<file path="config.mk">
export PLATFORM = sky130hd
export DESIGN_NAME = ixfr_record_sequence_splitter_core_flat
export DESIGN_NICKNAME = d
export VERILOG_FILES = /design/src/hw/rtl/ixfr_pkg.sv /design/src/hw/rtl/ixfr_chan_if.sv /design/src/hw/rtl/ixfr_front.sv /design/src/hw/rtl/ixfr_queue.sv /design/src/hw/rtl/ixfr_back.sv /design/src/hw/rtl/ixfr_record_sequence_splitter_core.sv /design/src/flat_wrapper.sv
export SDC_FILE = /design/constraint.sdc
export NUM_CORES = 1
export LEC_CHECK = 0
export ABC_AREA = 1
export BUFFER_PORTS_ARGS = -buffer_cell sky130_fd_sc_hd__buf_2
export CAP_MARGIN = 10
export CORE_MARGIN = 4
export CORE_UTILIZATION = 56
export DETAILED_ROUTE_END_ITERATION = 12
export PLACE_DENSITY = 0.8
export SYNTH_ARGS = -nofsm -noshare
export SYNTH_HDL_FRONTEND = slang
export SYNTH_SLANG_ARGS = --single-unit
</file>
<file path="constraint.sdc">
create_clock -name clk -period 11.7 [get_ports clk]
set_clock_uncertainty 0.2 [all_clocks]
set_input_delay 2.925 -clock clk [delete_from_list [all_inputs] [get_ports clk]]
set_output_delay 2.925 -clock clk [all_outputs]
set_load 0.005 [all_outputs]
</file>
<file path="src/hw/rtl/ixfr_pkg.sv">
package ixfr_pkg;

  localparam int DNUM_W = 16;
  localparam int QDEPTH = 4;
  localparam int QPTR_W = $clog2(QDEPTH);

  typedef enum logic [2:0] {
    PH_FIRST     = 3'd0,
    PH_SECOND    = 3'd1,
    PH_REMOVALS  = 3'd2,
    PH_ADDITIONS = 3'd3,
    PH_AXFR      = 3'd4,
    PH_SKIP      = 3'd5
  } phase_t;

  typedef enum logic [1:0] {
    CLS_IGNORED  = 2'd0,
    CLS_REMOVAL  = 2'd1,
    CLS_ADDITION = 2'd2,
    CLS_AXFR     = 2'd3
  } cls_t;

  typedef enum logic [2:0] {
    ERR_OK             = 3'd0,
    ERR_BAD_START_SOA  = 3'd1,
    ERR_REM_UNTERM     = 3'd2,
    ERR_BAD_REM_END    = 3'd3,
    ERR_ADD_UNTERM     = 3'd4,
    ERR_BAD_ADD_END    = 3'd5,
    ERR_SERIAL_MISMATCH = 3'd6,
    ERR_TRAILING       = 3'd7
  } err_t;

  typedef enum logic {
    REG_PRIMARY_SERIAL  = 1'b0,
    REG_PRIMARY_PRESENT = 1'b1
  } reg_idx_t;

  // One classified record: optional label of the held first record, then its own label.
  typedef struct packed {
    logic              lead_v;
    cls_t              lead_cls;
    logic              about;
    cls_t              cls;
    logic [DNUM_W-1:0] dn;
    logic              cmp;
    err_t              err;
    logic              fin;
  } entry_t;

endpackage

</file>
<file path="src/hw/rtl/ixfr_chan_if.sv">
interface ixfr_in_if;
  logic        valid;
  logic        ready;
  logic        record_is_soa;
  logic        soa_decodes;
  logic [31:0] soa_serial;
  logic        end_of_transfer;

  modport source (output valid, record_is_soa, soa_decodes, soa_serial, end_of_transfer,
                  input ready);
  modport sink (input valid, record_is_soa, soa_decodes, soa_serial, end_of_transfer,
                output ready);
endinterface

interface ixfr_out_if;
  logic        valid;
  logic        ready;
  logic        about_first_record;
  logic [1:0]  record_class;
  logic [15:0] delta_number;
  logic        delta_complete;
  logic [2:0]  error_code;
  logic        transfer_finished;
  logic        last_of_run;

  modport source (output valid, about_first_record, record_class, delta_number,
                  delta_complete, error_code, transfer_finished, last_of_run,
                  input ready);
  modport sink (input valid, about_first_record, record_class, delta_number,
                delta_complete, error_code, transfer_finished, last_of_run,
                output ready);
endinterface

interface ixfr_cfg_if;
  logic        valid;
  logic        ready;
  logic        index;
  logic [31:0] data;

  modport source (output valid, index, data, input ready);
  modport sink (input valid, index, data, output ready);
endinterface

</file>
<file path="src/hw/rtl/ixfr_front.sv">
module ixfr_front #(
  parameter int DELTA_COUNT_BITS = 16
) (
  input  logic            clk,
  input  logic            rst_n,
  ixfr_in_if.sink         in_ch,
  ixfr_cfg_if.sink        cfg_ch,
  input  logic            q_full,
  output logic            q_push,
  output ixfr_pkg::entry_t q_entry
);
  import ixfr_pkg::*;

  logic [31:0]                 pserial_r;
  logic                        ppresent_r;
  phase_t                      phase_r, phase_nxt;
  logic [31:0]                 target_r, target_nxt;
  logic [DELTA_COUNT_BITS-1:0] delta_r, delta_nxt;
  err_t                        sticky_r, sticky_nxt;

  logic        soa, dec, eot, ser_is_primary, ser_is_target, accept;
  logic [31:0] ser;
  logic        emit, lead_v, about, cmp, stop, was_skip, cmp_q;
  cls_t        lead_cls, cls, cls_q;
  err_t        newerr;
  logic        content_err, delta_inc;

  assign soa = in_ch.record_is_soa;
  assign dec = in_ch.soa_decodes;
  assign ser = in_ch.soa_serial;
  assign eot = in_ch.end_of_transfer;
  assign ser_is_primary = (ser == pserial_r);
  assign ser_is_target  = (ser == target_r);

  assign in_ch.ready  = !q_full;
  assign cfg_ch.ready = 1'b1;
  assign accept = in_ch.valid && in_ch.ready;

  always_ff @(posedge clk) begin
    if (!rst_n) begin
      pserial_r  <= '0;
      ppresent_r <= 1'b0;
    end else if (cfg_ch.valid) begin
      unique case (reg_idx_t'(cfg_ch.index))
        REG_PRIMARY_SERIAL:  pserial_r  <= cfg_ch.data;
        REG_PRIMARY_PRESENT: ppresent_r <= cfg_ch.data[0];
        default: ;
      endcase
    end
  end

  // Classification of the current record.
  always_comb begin
    emit = 1'b1; lead_v = 1'b0; lead_cls = CLS_IGNORED; about = 1'b0;
    cls = CLS_IGNORED; cmp = 1'b0; newerr = ERR_OK; stop = 1'b0; was_skip = 1'b0;
    delta_inc = 1'b0;
    unique case (phase_r)
      PH_FIRST: begin
        about = 1'b1;
        if (!ppresent_r) stop = 1'b1;
        else if (!eot) emit = 1'b0;
      end
      PH_SECOND: begin
        lead_v = 1'b1;
        if (!soa) begin
          lead_cls = CLS_AXFR; cls = CLS_AXFR;
        end else if (!dec) begin
          newerr = ERR_BAD_START_SOA;
        end else if (ser_is_primary) begin
          if (eot) begin
            lead_cls = CLS_AXFR; cls = CLS_AXFR;
          end else begin
            stop = 1'b1;
          end
        end else begin
          cls = CLS_REMOVAL;
          if (eot) newerr = ERR_REM_UNTERM;
        end
      end
      PH_REMOVALS: begin
        if (!soa) begin
          cls = CLS_REMOVAL;
          if (eot) newerr = ERR_REM_UNTERM;
        end else if (!dec) begin
          newerr = ERR_BAD_REM_END;
        end else begin
          cls = CLS_ADDITION;
          if (eot) newerr = ERR_ADD_UNTERM;
        end
      end
      PH_ADDITIONS: begin
        if (!soa) begin
          cls = CLS_ADDITION;
          if (eot) newerr = ERR_ADD_UNTERM;
        end else if (!dec) begin
          newerr = ERR_BAD_ADD_END;
        end else if (!ser_is_target) begin
          newerr = ERR_SERIAL_MISMATCH;
        end else if (ser_is_primary && !eot) begin
          newerr = ERR_TRAILING;
        end else begin
          cls = CLS_ADDITION; cmp = 1'b1; delta_inc = 1'b1;
          if (!ser_is_primary && eot) newerr = ERR_REM_UNTERM;
        end
      end
      PH_AXFR: cls = CLS_AXFR;
      default: was_skip = 1'b1;
    endcase
  end

  // Content faults drop the record's own label; unterminated-section faults keep it.
  assign content_err = (newerr != ERR_OK) && (newerr != ERR_REM_UNTERM) &&
                       (newerr != ERR_ADD_UNTERM);
  assign cls_q = content_err ? CLS_IGNORED : cls;
  assign cmp_q = content_err ? 1'b0 : cmp;

  always_comb begin
    phase_nxt = phase_r;
    unique case (phase_r)
      PH_FIRST:  phase_nxt = ppresent_r ? PH_SECOND : PH_SKIP;
      PH_SECOND: begin
        if (!soa) phase_nxt = PH_AXFR;
        else if (ser_is_primary) phase_nxt = PH_SKIP;
        else phase_nxt = PH_REMOVALS;
      end
      PH_REMOVALS:  if (soa && dec) phase_nxt = PH_ADDITIONS;
      PH_ADDITIONS: if (soa && dec && ser_is_target && !ser_is_primary) phase_nxt = PH_REMOVALS;
      default: ;
    endcase
    if (newerr != ERR_OK) phase_nxt = PH_SKIP;
    if (eot) phase_nxt = PH_FIRST;
  end

  always_comb begin
    target_nxt = target_r;
    delta_nxt  = delta_r;
    sticky_nxt = sticky_r;
    if (phase_r == PH_REMOVALS && soa && dec) target_nxt = ser;
    if (delta_inc && !content_err && (delta_r != '1)) delta_nxt = delta_r + 1'b1;
    if (newerr != ERR_OK && sticky_r == ERR_OK) sticky_nxt = newerr;
  end

  always_ff @(posedge clk) begin
    if (!rst_n) begin
      phase_r  <= PH_FIRST;
      target_r <= '0;
      delta_r  <= '0;
      sticky_r <= ERR_OK;
    end else if (accept) begin
      phase_r <= phase_nxt;
      if (eot) begin
        target_r <= '0;
        delta_r  <= '0;
        sticky_r <= ERR_OK;
      end else begin
        target_r <= target_nxt;
        delta_r  <= delta_nxt;
        sticky_r <= sticky_nxt;
      end
    end
  end

  assign q_push = accept && emit;

  always_comb begin
    q_entry.lead_v   = lead_v;
    q_entry.lead_cls = lead_cls;
    q_entry.about    = about;
    q_entry.cls      = cls_q;
    q_entry.dn       = DNUM_W'(delta_r);
    q_entry.cmp      = cmp_q;
    q_entry.err      = sticky_nxt;
    q_entry.fin      = stop || (newerr != ERR_OK) || (eot && !was_skip);
  end

endmodule

</file>
<file path="src/hw/rtl/ixfr_queue.sv">
module ixfr_queue (
  input  logic             clk,
  input  logic             rst_n,
  input  logic             push,
  input  ixfr_pkg::entry_t wr_entry,
  output logic             full,
  input  logic             pop,
  output logic             empty,
  output ixfr_pkg::entry_t head
);
  import ixfr_pkg::*;

  entry_t            slot_r [QDEPTH];
  logic [QPTR_W-1:0] wr_r, rd_r;
  logic [QPTR_W:0]   cnt_r, cnt_nxt;

  assign full  = (cnt_r == (QPTR_W+1)'(QDEPTH));
  assign empty = (cnt_r == '0);
  assign head  = slot_r[rd_r];

  always_comb begin
    cnt_nxt = cnt_r;
    if (push && !pop) cnt_nxt = cnt_r + 1'b1;
    else if (pop && !push) cnt_nxt = cnt_r - 1'b1;
  end

  always_ff @(posedge clk) begin
    if (push) slot_r[wr_r] <= wr_entry;
  end

  always_ff @(posedge clk) begin
    if (!rst_n) begin
      wr_r  <= '0;
      rd_r  <= '0;
      cnt_r <= '0;
    end else begin
      if (push) wr_r <= wr_r + 1'b1;
      if (pop)  rd_r <= rd_r + 1'b1;
      cnt_r <= cnt_nxt;
    end
  end

endmodule

</file>
<file path="src/hw/rtl/ixfr_back.sv">
module ixfr_back (
  input  logic             clk,
  input  logic             rst_n,
  input  logic             q_empty,
  input  ixfr_pkg::entry_t q_head,
  output logic             q_pop,
  ixfr_out_if.source       out_ch
);
  import ixfr_pkg::*;

  logic              valid_r, valid_nxt;
  logic              half_r, half_nxt;
  logic              about_r, cmp_r, fin_r, last_r;
  cls_t              cls_r;
  logic [DNUM_W-1:0] dn_r;
  err_t              err_r;
  logic              load, take_lead;

  assign load      = !valid_r || out_ch.ready;
  assign take_lead = q_head.lead_v && !half_r;
  assign q_pop     = load && !q_empty && !take_lead;

  always_comb begin
    valid_nxt = valid_r;
    half_nxt  = half_r;
    if (load) begin
      valid_nxt = !q_empty;
      if (!q_empty) half_nxt = take_lead;
    end
  end

  always_ff @(posedge clk) begin
    if (!rst_n) begin
      valid_r <= 1'b0;
      half_r  <= 1'b0;
    end else begin
      valid_r <= valid_nxt;
      half_r  <= half_nxt;
    end
  end

  // Emit the held first record's label first, then the record's own label.
  always_ff @(posedge clk) begin
    if (load && !q_empty) begin
      dn_r  <= q_head.dn;
      err_r <= q_head.err;
      if (take_lead) begin
        about_r <= 1'b1;
        cls_r   <= q_head.lead_cls;
        cmp_r   <= 1'b0;
        fin_r   <= 1'b0;
        last_r  <= 1'b0;
      end else begin
        about_r <= q_head.about;
        cls_r   <= q_head.cls;
        cmp_r   <= q_head.cmp;
        fin_r   <= q_head.fin;
        last_r  <= 1'b1;
      end
    end
  end

  assign out_ch.valid              = valid_r;
  assign out_ch.about_first_record = about_r;
  assign out_ch.record_class       = cls_r;
  assign out_ch.delta_number       = dn_r;
  assign out_ch.delta_complete     = cmp_r;
  assign out_ch.error_code         = err_r;
  assign out_ch.transfer_finished  = fin_r;
  assign out_ch.last_of_run        = last_r;

endmodule

</file>
<file path="src/hw/rtl/ixfr_record_sequence_splitter_core.sv">
// IXFR record splitter: takes one record summary per cycle while the output
// is not stalled, bounded by the output stage's single result per cycle, and
// labels it ignored, removal, addition or whole-zone content, numbering the
// deltas. The front stage updates the transfer phase, target serial, delta
// counter and sticky error per record; a four-entry queue parts it from the
// output stage. With a primary present, a first record that does not end the
// transfer is held; its label comes out with the second record's, which then
// gives two results, and every other record gives one.
// Configuration writes are always accepted and must only occur while idle.
module ixfr_record_sequence_splitter_core #(
  parameter int DELTA_COUNT_BITS = 16
) (
  input  logic        clk,
  input  logic        rst_n,
  ixfr_in_if.sink     in_ch,
  ixfr_out_if.source  out_ch,
  ixfr_cfg_if.sink    cfg_ch
);
  import ixfr_pkg::*;

  logic   q_push, q_pop, q_full, q_empty;
  entry_t q_wr, q_head;

  ixfr_front #(.DELTA_COUNT_BITS(DELTA_COUNT_BITS)) u_front (
    .clk     (clk),
    .rst_n   (rst_n),
    .in_ch   (in_ch),
    .cfg_ch  (cfg_ch),
    .q_full  (q_full),
    .q_push  (q_push),
    .q_entry (q_wr)
  );

  ixfr_queue u_queue (
    .clk      (clk),
    .rst_n    (rst_n),
    .push     (q_push),
    .wr_entry (q_wr),
    .full     (q_full),
    .pop      (q_pop),
    .empty    (q_empty),
    .head     (q_head)
  );

  ixfr_back u_back (
    .clk     (clk),
    .rst_n   (rst_n),
    .q_empty (q_empty),
    .q_head  (q_head),
    .q_pop   (q_pop),
    .out_ch  (out_ch)
  );

endmodule

</file>
<file path="src/flat_wrapper.sv">
// flat-port wrapper written by rule: the top's interface ports become plain ports
module ixfr_record_sequence_splitter_core_flat import ixfr_pkg::*;
#(
  parameter int DELTA_COUNT_BITS = 16
)
  (clk, rst_n, in_ch_valid, in_ch_record_is_soa, in_ch_soa_decodes, in_ch_soa_serial, in_ch_end_of_transfer, in_ch_ready, out_ch_valid, out_ch_about_first_record, out_ch_record_class, out_ch_delta_number, out_ch_delta_complete, out_ch_error_code, out_ch_transfer_finished, out_ch_last_of_run, out_ch_ready, cfg_ch_valid, cfg_ch_index, cfg_ch_data, cfg_ch_ready);
  ixfr_in_if in_ch_i ();
  ixfr_out_if out_ch_i ();
  ixfr_cfg_if cfg_ch_i ();
  input  logic clk;
  input  logic rst_n;
  input wire logic [$bits(in_ch_i.valid)-1:0] in_ch_valid;
  input wire logic [$bits(in_ch_i.record_is_soa)-1:0] in_ch_record_is_soa;
  input wire logic [$bits(in_ch_i.soa_decodes)-1:0] in_ch_soa_decodes;
  input wire logic [$bits(in_ch_i.soa_serial)-1:0] in_ch_soa_serial;
  input wire logic [$bits(in_ch_i.end_of_transfer)-1:0] in_ch_end_of_transfer;
  output wire logic [$bits(in_ch_i.ready)-1:0] in_ch_ready;
  output wire logic [$bits(out_ch_i.valid)-1:0] out_ch_valid;
  output wire logic [$bits(out_ch_i.about_first_record)-1:0] out_ch_about_first_record;
  output wire logic [$bits(out_ch_i.record_class)-1:0] out_ch_record_class;
  output wire logic [$bits(out_ch_i.delta_number)-1:0] out_ch_delta_number;
  output wire logic [$bits(out_ch_i.delta_complete)-1:0] out_ch_delta_complete;
  output wire logic [$bits(out_ch_i.error_code)-1:0] out_ch_error_code;
  output wire logic [$bits(out_ch_i.transfer_finished)-1:0] out_ch_transfer_finished;
  output wire logic [$bits(out_ch_i.last_of_run)-1:0] out_ch_last_of_run;
  input wire logic [$bits(out_ch_i.ready)-1:0] out_ch_ready;
  input wire logic [$bits(cfg_ch_i.valid)-1:0] cfg_ch_valid;
  input wire logic [$bits(cfg_ch_i.index)-1:0] cfg_ch_index;
  input wire logic [$bits(cfg_ch_i.data)-1:0] cfg_ch_data;
  output wire logic [$bits(cfg_ch_i.ready)-1:0] cfg_ch_ready;
  assign in_ch_i.valid = in_ch_valid;
  assign in_ch_i.record_is_soa = in_ch_record_is_soa;
  assign in_ch_i.soa_decodes = in_ch_soa_decodes;
  assign in_ch_i.soa_serial = in_ch_soa_serial;
  assign in_ch_i.end_of_transfer = in_ch_end_of_transfer;
  assign in_ch_ready = in_ch_i.ready;
  assign out_ch_valid = out_ch_i.valid;
  assign out_ch_about_first_record = out_ch_i.about_first_record;
  assign out_ch_record_class = out_ch_i.record_class;
  assign out_ch_delta_number = out_ch_i.delta_number;
  assign out_ch_delta_complete = out_ch_i.delta_complete;
  assign out_ch_error_code = out_ch_i.error_code;
  assign out_ch_transfer_finished = out_ch_i.transfer_finished;
  assign out_ch_last_of_run = out_ch_i.last_of_run;
  assign out_ch_i.ready = out_ch_ready;
  assign cfg_ch_i.valid = cfg_ch_valid;
  assign cfg_ch_i.index = cfg_ch_index;
  assign cfg_ch_i.data = cfg_ch_data;
  assign cfg_ch_ready = cfg_ch_i.ready;
  ixfr_record_sequence_splitter_core #(.DELTA_COUNT_BITS(DELTA_COUNT_BITS)) u_core (.clk(clk), .rst_n(rst_n), .in_ch(in_ch_i), .out_ch(out_ch_i), .cfg_ch(cfg_ch_i));
endmodule
</file>
Yosys cells after proc, flatten, opt, wreduce, memory -nomap -nowiden
Memory sizes are Yosys's and may differ from the RTL's. A register that Yosys moved wholly into a read port is not among the register bits. Index checks and enable logic that the tools add are counted.

Add/sub/neg operators: 5. Equal/unequal tests: 12. Multiplexer cells: 68. Bitwise gates (word level): 2. Reduce and logical (&&, ||, !) cells: 48.

Operators by type and width (number): $eq A32 B32 Y1 (2); $mux W32 (2); $mux W3 (18); $mux W2 (23); $mux W16 (2); $logic_and A1 B1 Y1 (20); $mux W1 (19); $add A16 B1 Y16 const B (1); $ne A16 B16 Y1 const B (1); $pmux W3 S4 (1); $logic_not A1 Y1 (10); $reduce_and A2 Y1 (5); $logic_not A3 Y1 (3); $pmux W3 S3 (1); $pmux W2 S4 (1); $eq A3 B2 Y1 const B (2); $eq A3 B3 Y1 const B (2); $reduce_bool A2 Y1 (3); $reduce_bool A6 Y1 (1); $reduce_or A5 Y1 (1); $add A2 B1 Y2 const B (2); $ne A4 B3 Y1 const B (1); $ne A4 B4 Y1 const B (1); $reduce_and A4 Y1 (1); 9 further kinds (12).

Bits in registers: 121. Bits in writable memories: 108. Bits of input ports: 73. Output and inout bits: 28. Logic and storage cells: 154. Memories: 1.

Memories: u_core.u_queue.slot_r (depth 4, bits a word 27, read ports 1, clocked after Yosys merged registers in 1, wr ports 1, line ixfr_queue.sv:13) `entry_t slot_r [QDEPTH];`.

Logic depth before layout (Yosys ltp)
Depth in word-level cells: 17. Gate-level depth with buffers: 19. Mapped depth without buffers: 19.

By module
From an unflattened synthesis, not the netlist that was laid out.

Cells, all modules: 1217. Area total of the unflattened synthesis: 10553.9 um^2.

Modules (own cells, without submodules): ixfr_front (instances 1, cells an instance 846, area an instance 5157.4 um^2, seq. area each 1741.7 um^2); ixfr_queue (instances 1, cells an instance 319, area an instance 4495.6 um^2, seq. area each 3423.3 um^2); ixfr_back (instances 1, cells an instance 52, area an instance 900.9 um^2, seq. area each 790.8 um^2).

Worst setup path before layout
OpenSTA, ideal clock, no wires.

Path kind: input-to-reg. Start point: input out_ch_ready. End point: register u_core.u_queue.cnt_r[1]. Setup time: 0.120 ns. Arrival time: 5.562 ns. Required time: 11.380 ns. Path slack: 5.818 ns. Stages on the path: 8. Buffers on the path: 0. Cells stage by stage: nor2_1 a31oi_1 nand2_1 ha_1 inv_1 fa_1 o21ai_0 a21oi_1.

Longest elaborated chain between the ends: 6. Elaborated cells on any way between the ends: 8. Those cells by class: 1 x mux; 7 x reduce/logical.

Ends and longest elaborated chain: start, declared (line flat_wrapper.sv:26) `input wire logic [$bits(out_ch_i.ready)-1:0] out_ch_ready;`; $logic_or A1 B1 Y1 (line ixfr_back.sv:19) `assign load = !valid_r || out_ch.ready;`; $logic_and A1 B1 Y1 (2 in series) (line ixfr_back.sv:21) `assign q_pop = load && !q_empty && !take_lead;`; $logic_not A1 Y1 (line ixfr_queue.sv:23) `if (push && !pop) cnt_nxt = cnt_r + 1'b1;`; $logic_and A1 B1 Y1 (line ixfr_queue.sv:23); $mux W3 (line ixfr_queue.sv:23); net u_core.u_queue.cnt_nxt[1] (line ixfr_queue.sv:15) `logic [QPTR_W:0] cnt_r, cnt_nxt;`; end signal, assigned (line ixfr_queue.sv:39) `cnt_r <= cnt_nxt;`; end, declared (line ixfr_queue.sv:15).

The timed path passes the listed nets, and every way through them passes these cells. A chain may end at the register's enable or synchronous reset.

Worst setup path after layout
Start point: input in_ch_soa_serial[28]. End point: register u_core.u_front.phase_r[2].

Longest elaborated chain between the ends: 12. Elaborated cells on any way between the ends: 26. Those cells by class: 4 x eq/ne; 14 x mux; 8 x reduce/logical.

Ends and longest elaborated chain: start, declared (line flat_wrapper.sv:15) `input wire logic [$bits(in_ch_i.soa_serial)-1:0] in_ch_soa_serial;`; $eq A32 B32 Y1 (line ixfr_front.sv:32) `assign ser_is_primary = (ser == pserial_r);`; $logic_not A1 Y1 (line ixfr_front.sv:103, ixfr_front.sv:127); $logic_and A1 B1 Y1 (line ixfr_front.sv:103) `if (!ser_is_primary && eot) newerr = ERR_REM_UNTERM;`; $mux W2 (line ixfr_front.sv:103); $mux W3 (line ixfr_front.sv:99) `end else if (ser_is_primary && !eot) begin`; $mux W3 (line ixfr_front.sv:97) `end else if (!ser_is_target) begin`; $mux W3 (line ixfr_front.sv:95) `end else if (!dec) begin`; $mux W3 (line ixfr_front.sv:92) `if (!soa) begin`; $pmux W3 S3 (line ixfr_front.sv:57) `unique case (phase_r)`; $reduce_bool A3 Y1 (line ixfr_front.sv:130) `if (newerr != ERR_OK) phase_nxt = PH_SKIP;`; $ne A4 B4 Y1 (no source line), or another cell as far along; $reduce_and A4 Y1 (no source line) or $mux W3 (tied branches); end signal, assigned (line ixfr_front.sv:150) `phase_r <= phase_nxt;`; end, declared (line ixfr_front.sv:16) `phase_t phase_r, phase_nxt;`.

Parallel ways exist; a longest one is shown, timed or not.

==> results.md <==
* Setup TNS at 0 ns
* Vias per inst at about 5.4
* H-tree Lvls at 1
* Worst setup EP type: register
* GR Util All Layers at 21.5%
* Critical path arrival at around 5.2 ns
* Tot Pwr at about 0.0022 W
* Worst setup SP type: primary input
* Min-Delay Startpoint: u_core.u_front.pserial_r[3]
* Die W at between 100 and 150 um
* Hold path endpoint: u_core.u_front.pserial_r[3]
* Area of the core at between 15000 and 20000 um2
* Buffer count from post-CTS setup fixing at 0
* #FFs+latches synth at 227
* Fin Hold WS at roughly 0.27 ns
* Hold Vio Cnt, Final at 0
* Clk buf depth at 3
* Worst-path maximum fanout at 6
* Vias in the first global route at ~7500
* DRT iter0 DRCs at ~510
* Clock Sinks at ~230
* DP Area at around 11000 um2
* Hold buffer count at cts at 0
* Synth-to-layout area growth at 13.8%
* Placement Rows at 49
* Synthesized Nets at 1241
* Design Area, Final at ~12000 um2
* CP required at ~12 ns
* Final antenna-violating net count at 0
* Avg WL per Cell at between 10 and 15 um
* Post-CTS resize count at 0
* Root buffer cell: clkbuf_16
* Worst Reg-to-Reg Cells at 15
* Fin crit share at roughly 43%
* Largest net degree at the start of global routing at 54
* VDD IR max at 0.000119 V
* Die H at approximately 140 um
* CTS tree: done
* FF/Latch Area at just under 6000 um2
* GP Congestion at roughly 0.91
* LEAKAGE at approximately 4.5 nW
* Max-cap violation count at 0
* Status: complete, no violations
* First-pass DRT Iterations at 5
* Mean Syn Cell Area at roughly 8.9 um2
* Multi-input gate area at between 3000 and 4000 um2
* Final #Nets at 1329
* Number of antenna cells inserted at 0
* Fmax at ~200 MHz
* PD cells at ~190 nW/um2
* First-pass GRT wire length at between 30 and 40 mm
* Yosys cell types at 45
* Synth warn at 0
* Crit Reg-Reg Endpoint: u_core.u_queue.cnt_r[2]
* Hold path depth at 2
* I/O pins at 101
* Worst-path clk slew at ~0.060 ns
* Area of the mapped netlist at 10300 um2
* # fillers at approximately 1400
* Mapped Cells at ~1200
* Die ar. at approximately 21000 um2
* DRC viols at 0
* CP Class: in2reg
* Slew @ Worst Pin at between 1 and 1.5 ns
* Number of antenna violations at the first check in global routing at 0
* RSZ-0062 raised after global routing: false
* R2R setup slack at a little over 8 ns
* Hold Crit Class: reg2reg
* Final min period at between 5 and 6 ns
* Initial Utilization at a little under three fifths
* # setup viols final at 0
* WL final at approximately 22 mm
* Fin. max-slew vios at 0
* Post-synthesis sequential area ratio at between 50% and 60%
* CTS Buf Count at 24
* Vias at around 8100
* Slew margin rel. at 24.6%
* Port Buffers at a little under 100
* GRT overflow at 0
* Layout cells sized above 1 at a little over an eighth
* DP Wirelength at about 14 mm
* Skew-Pair Late Insertion Delay at about 0.5 ns
-- worst max path at each step --
stage	from	endpoint	depth (start not counted)
floorplan	out_ch_ready	u_core.u_queue.cnt_r[1]	8
global placement	in_ch_soa_serial[24]	u_core.u_front.phase_r[2]	18
detailed placement	in_ch_soa_serial[28]	u_core.u_front.phase_r[2]	18
CTS	in_ch_soa_serial[28]	u_core.u_front.phase_r[2]	18
global route	in_ch_soa_serial[29]	u_core.u_front.phase_r[2]	18
finish	in_ch_soa_serial[28]	u_core.u_front.phase_r[2]	18
-- worst max-delay path, stage by stage --
cell and delay (ns):
buf_2 0.13, xnor2_1 0.14, nand2_1 0.08, nor2_1 0.11
nand2_1 0.10, nor2_1 0.10, nand2_1 0.15, inv_1 0.12
ha_1 0.25, nor2_1 0.11, o31ai_1 0.32, nand2_1 0.11
nand3_1 0.14, nor2_4 0.07, nand2_1 0.10, nand2_1 0.07
nand2_1 0.10, a21oi_1 0.06
-- flip-flops by register name, indices dropped and copies added, names as in the netlist, 2 cells and up, named ones only --
signal and count:
u_core.u_front.delta_r 16, u_core.u_queue.slot_r 104, u_core.u_front.pserial_r 32, u_core.u_back.out_ch.delta_number 16
u_core.u_queue.wr_r 2, u_core.u_back.out_ch.record_class 2, u_core.u_front.phase_r 3, u_core.u_queue.rd_r 2
u_core.u_front.sticky_r 3, u_core.u_back.out_ch.error_code 3, u_core.u_front.target_r 32, u_core.u_queue.cnt_r 3
-- final cells by class --
cell class                 instances  area share [%]
sequential                       227            49.6
multi-input combinational        781            33.3
clock buffer                      41            6.35
timing repair buffer             110            4.91
inverter                         102            3.25
tap                              229            2.44
clock inverter                     3           0.128
-- synthesized netlist by cell type --
| library cell | number | share of area, % |
|---|---|---|
| nand3_2 | 1 | 0.097 |
| clkinv_1 | 3 | 0.11 |
| o221ai_1 | 1 | 0.085 |
| nand2_2 | 5 | 0.30 |
| nor3_4 | 1 | 0.16 |
| inv_2 | 4 | 0.15 |
| nand2_1 | 218 | 7.9 |
| o22ai_1 | 23 | 1.4 |
| o211ai_1 | 1 | 0.073 |
| nor2_1 | 180 | 6.5 |
| buf_12 | 1 | 0.19 |
| o2111ai_1 | 1 | 0.085 |
| xnor2_1 | 43 | 3.6 |
| a21o_1 | 1 | 0.073 |
| nor2_2 | 2 | 0.12 |
| xor2_1 | 23 | 1.9 |
| and2_1 | 4 | 0.24 |
| inv_1 | 95 | 3.5 |
| conb_1 | 1 | 0.036 |
| dfxtp_1 | 98 | 19 |
| clkbuf_1 | 38 | 1.4 |
| o21ai_1 | 1 | 0.048 |
| clkbuf_4 | 1 | 0.073 |
| nor4_1 | 2 | 0.12 |
| o21ai_0 | 97 | 4.7 |
| nand3b_1 | 1 | 0.073 |
| o31ai_1 | 1 | 0.073 |
| fa_1 | 1 | 0.19 |
| nor2_4 | 1 | 0.11 |
| a221o_1 | 2 | 0.19 |
| nand3_1 | 64 | 3.1 |
| a31o_2 | 1 | 0.085 |
| buf_6 | 3 | 0.33 |
| a21oi_1 | 76 | 3.7 |
| nand4_2 | 1 | 0.12 |
| a31oi_1 | 2 | 0.12 |
| nand2_4 | 2 | 0.22 |
| buf_1 | 2 | 0.073 |
| o211a_1 | 2 | 0.19 |
| buf_4 | 2 | 0.15 |
| nor3_1 | 7 | 0.34 |
| dlygate4sd3_1 | 1 | 0.097 |
| edfxtp_1 | 129 | 37 |
| nand4_1 | 6 | 0.36 |
| ha_1 | 9 | 1.1 |
-- placed cells by master (no fill, tap or decap), drive strengths merged, types with 41 or more instances in the layout --
cell,instances
nor2,183
buf,110
dfxtp,98
edfxtp,129
o21ai,98
nand3,65
xnor2,43
nand2,225
clkbuf,41
a21oi,76
inv,99
-- metal layers --
layer | wire [um] | vias to the layer above | global-route usage (%)
li1 | - | 4016 | -
met1 | 9820 | 3776 | 29.1
met2 | 10500 | 284 | 35.1
met3 | 1490 | 50 | 3.63
met4 | 544 | 0 | 7.48
met5 | 0 | - | 0
-- cell families after synthesis --
kind of cell,Yosys count,share of synthesized area (%)
other,1,0.0363
flip-flops,227,56.5
XOR/XNOR,66,5.59
adder cells (fa/ha/maj),10,1.28
AO/OA/AOI/OAI,209,10.8
AND/OR/NAND/NOR,495,19.8
buffers and inverters,150,5.99
-- through the flow --
stage / util (%) / std cells / worst slack (ns)
floorplan: - / 1158 / 5.82
global placement: 60.8 / 1449 / 6.28
global route: 65.0 / 1493 / 6.38
finish: 65.0 / 1493 / 6.68
detailed placement: 60.8 / 1449 / 6.19
CTS: 65.0 / 1493 / 6.70
-- power breakdown --
| group | switching (W) | internal (W) |
|---|---|---|
| logic | 0.000292 | 0.000144 |
| registers | 0.0000325 | 0.000989 |
| clock network | 0.000298 | 0.000431 |
No activity file was read; power rests on OpenSTA's default activity.
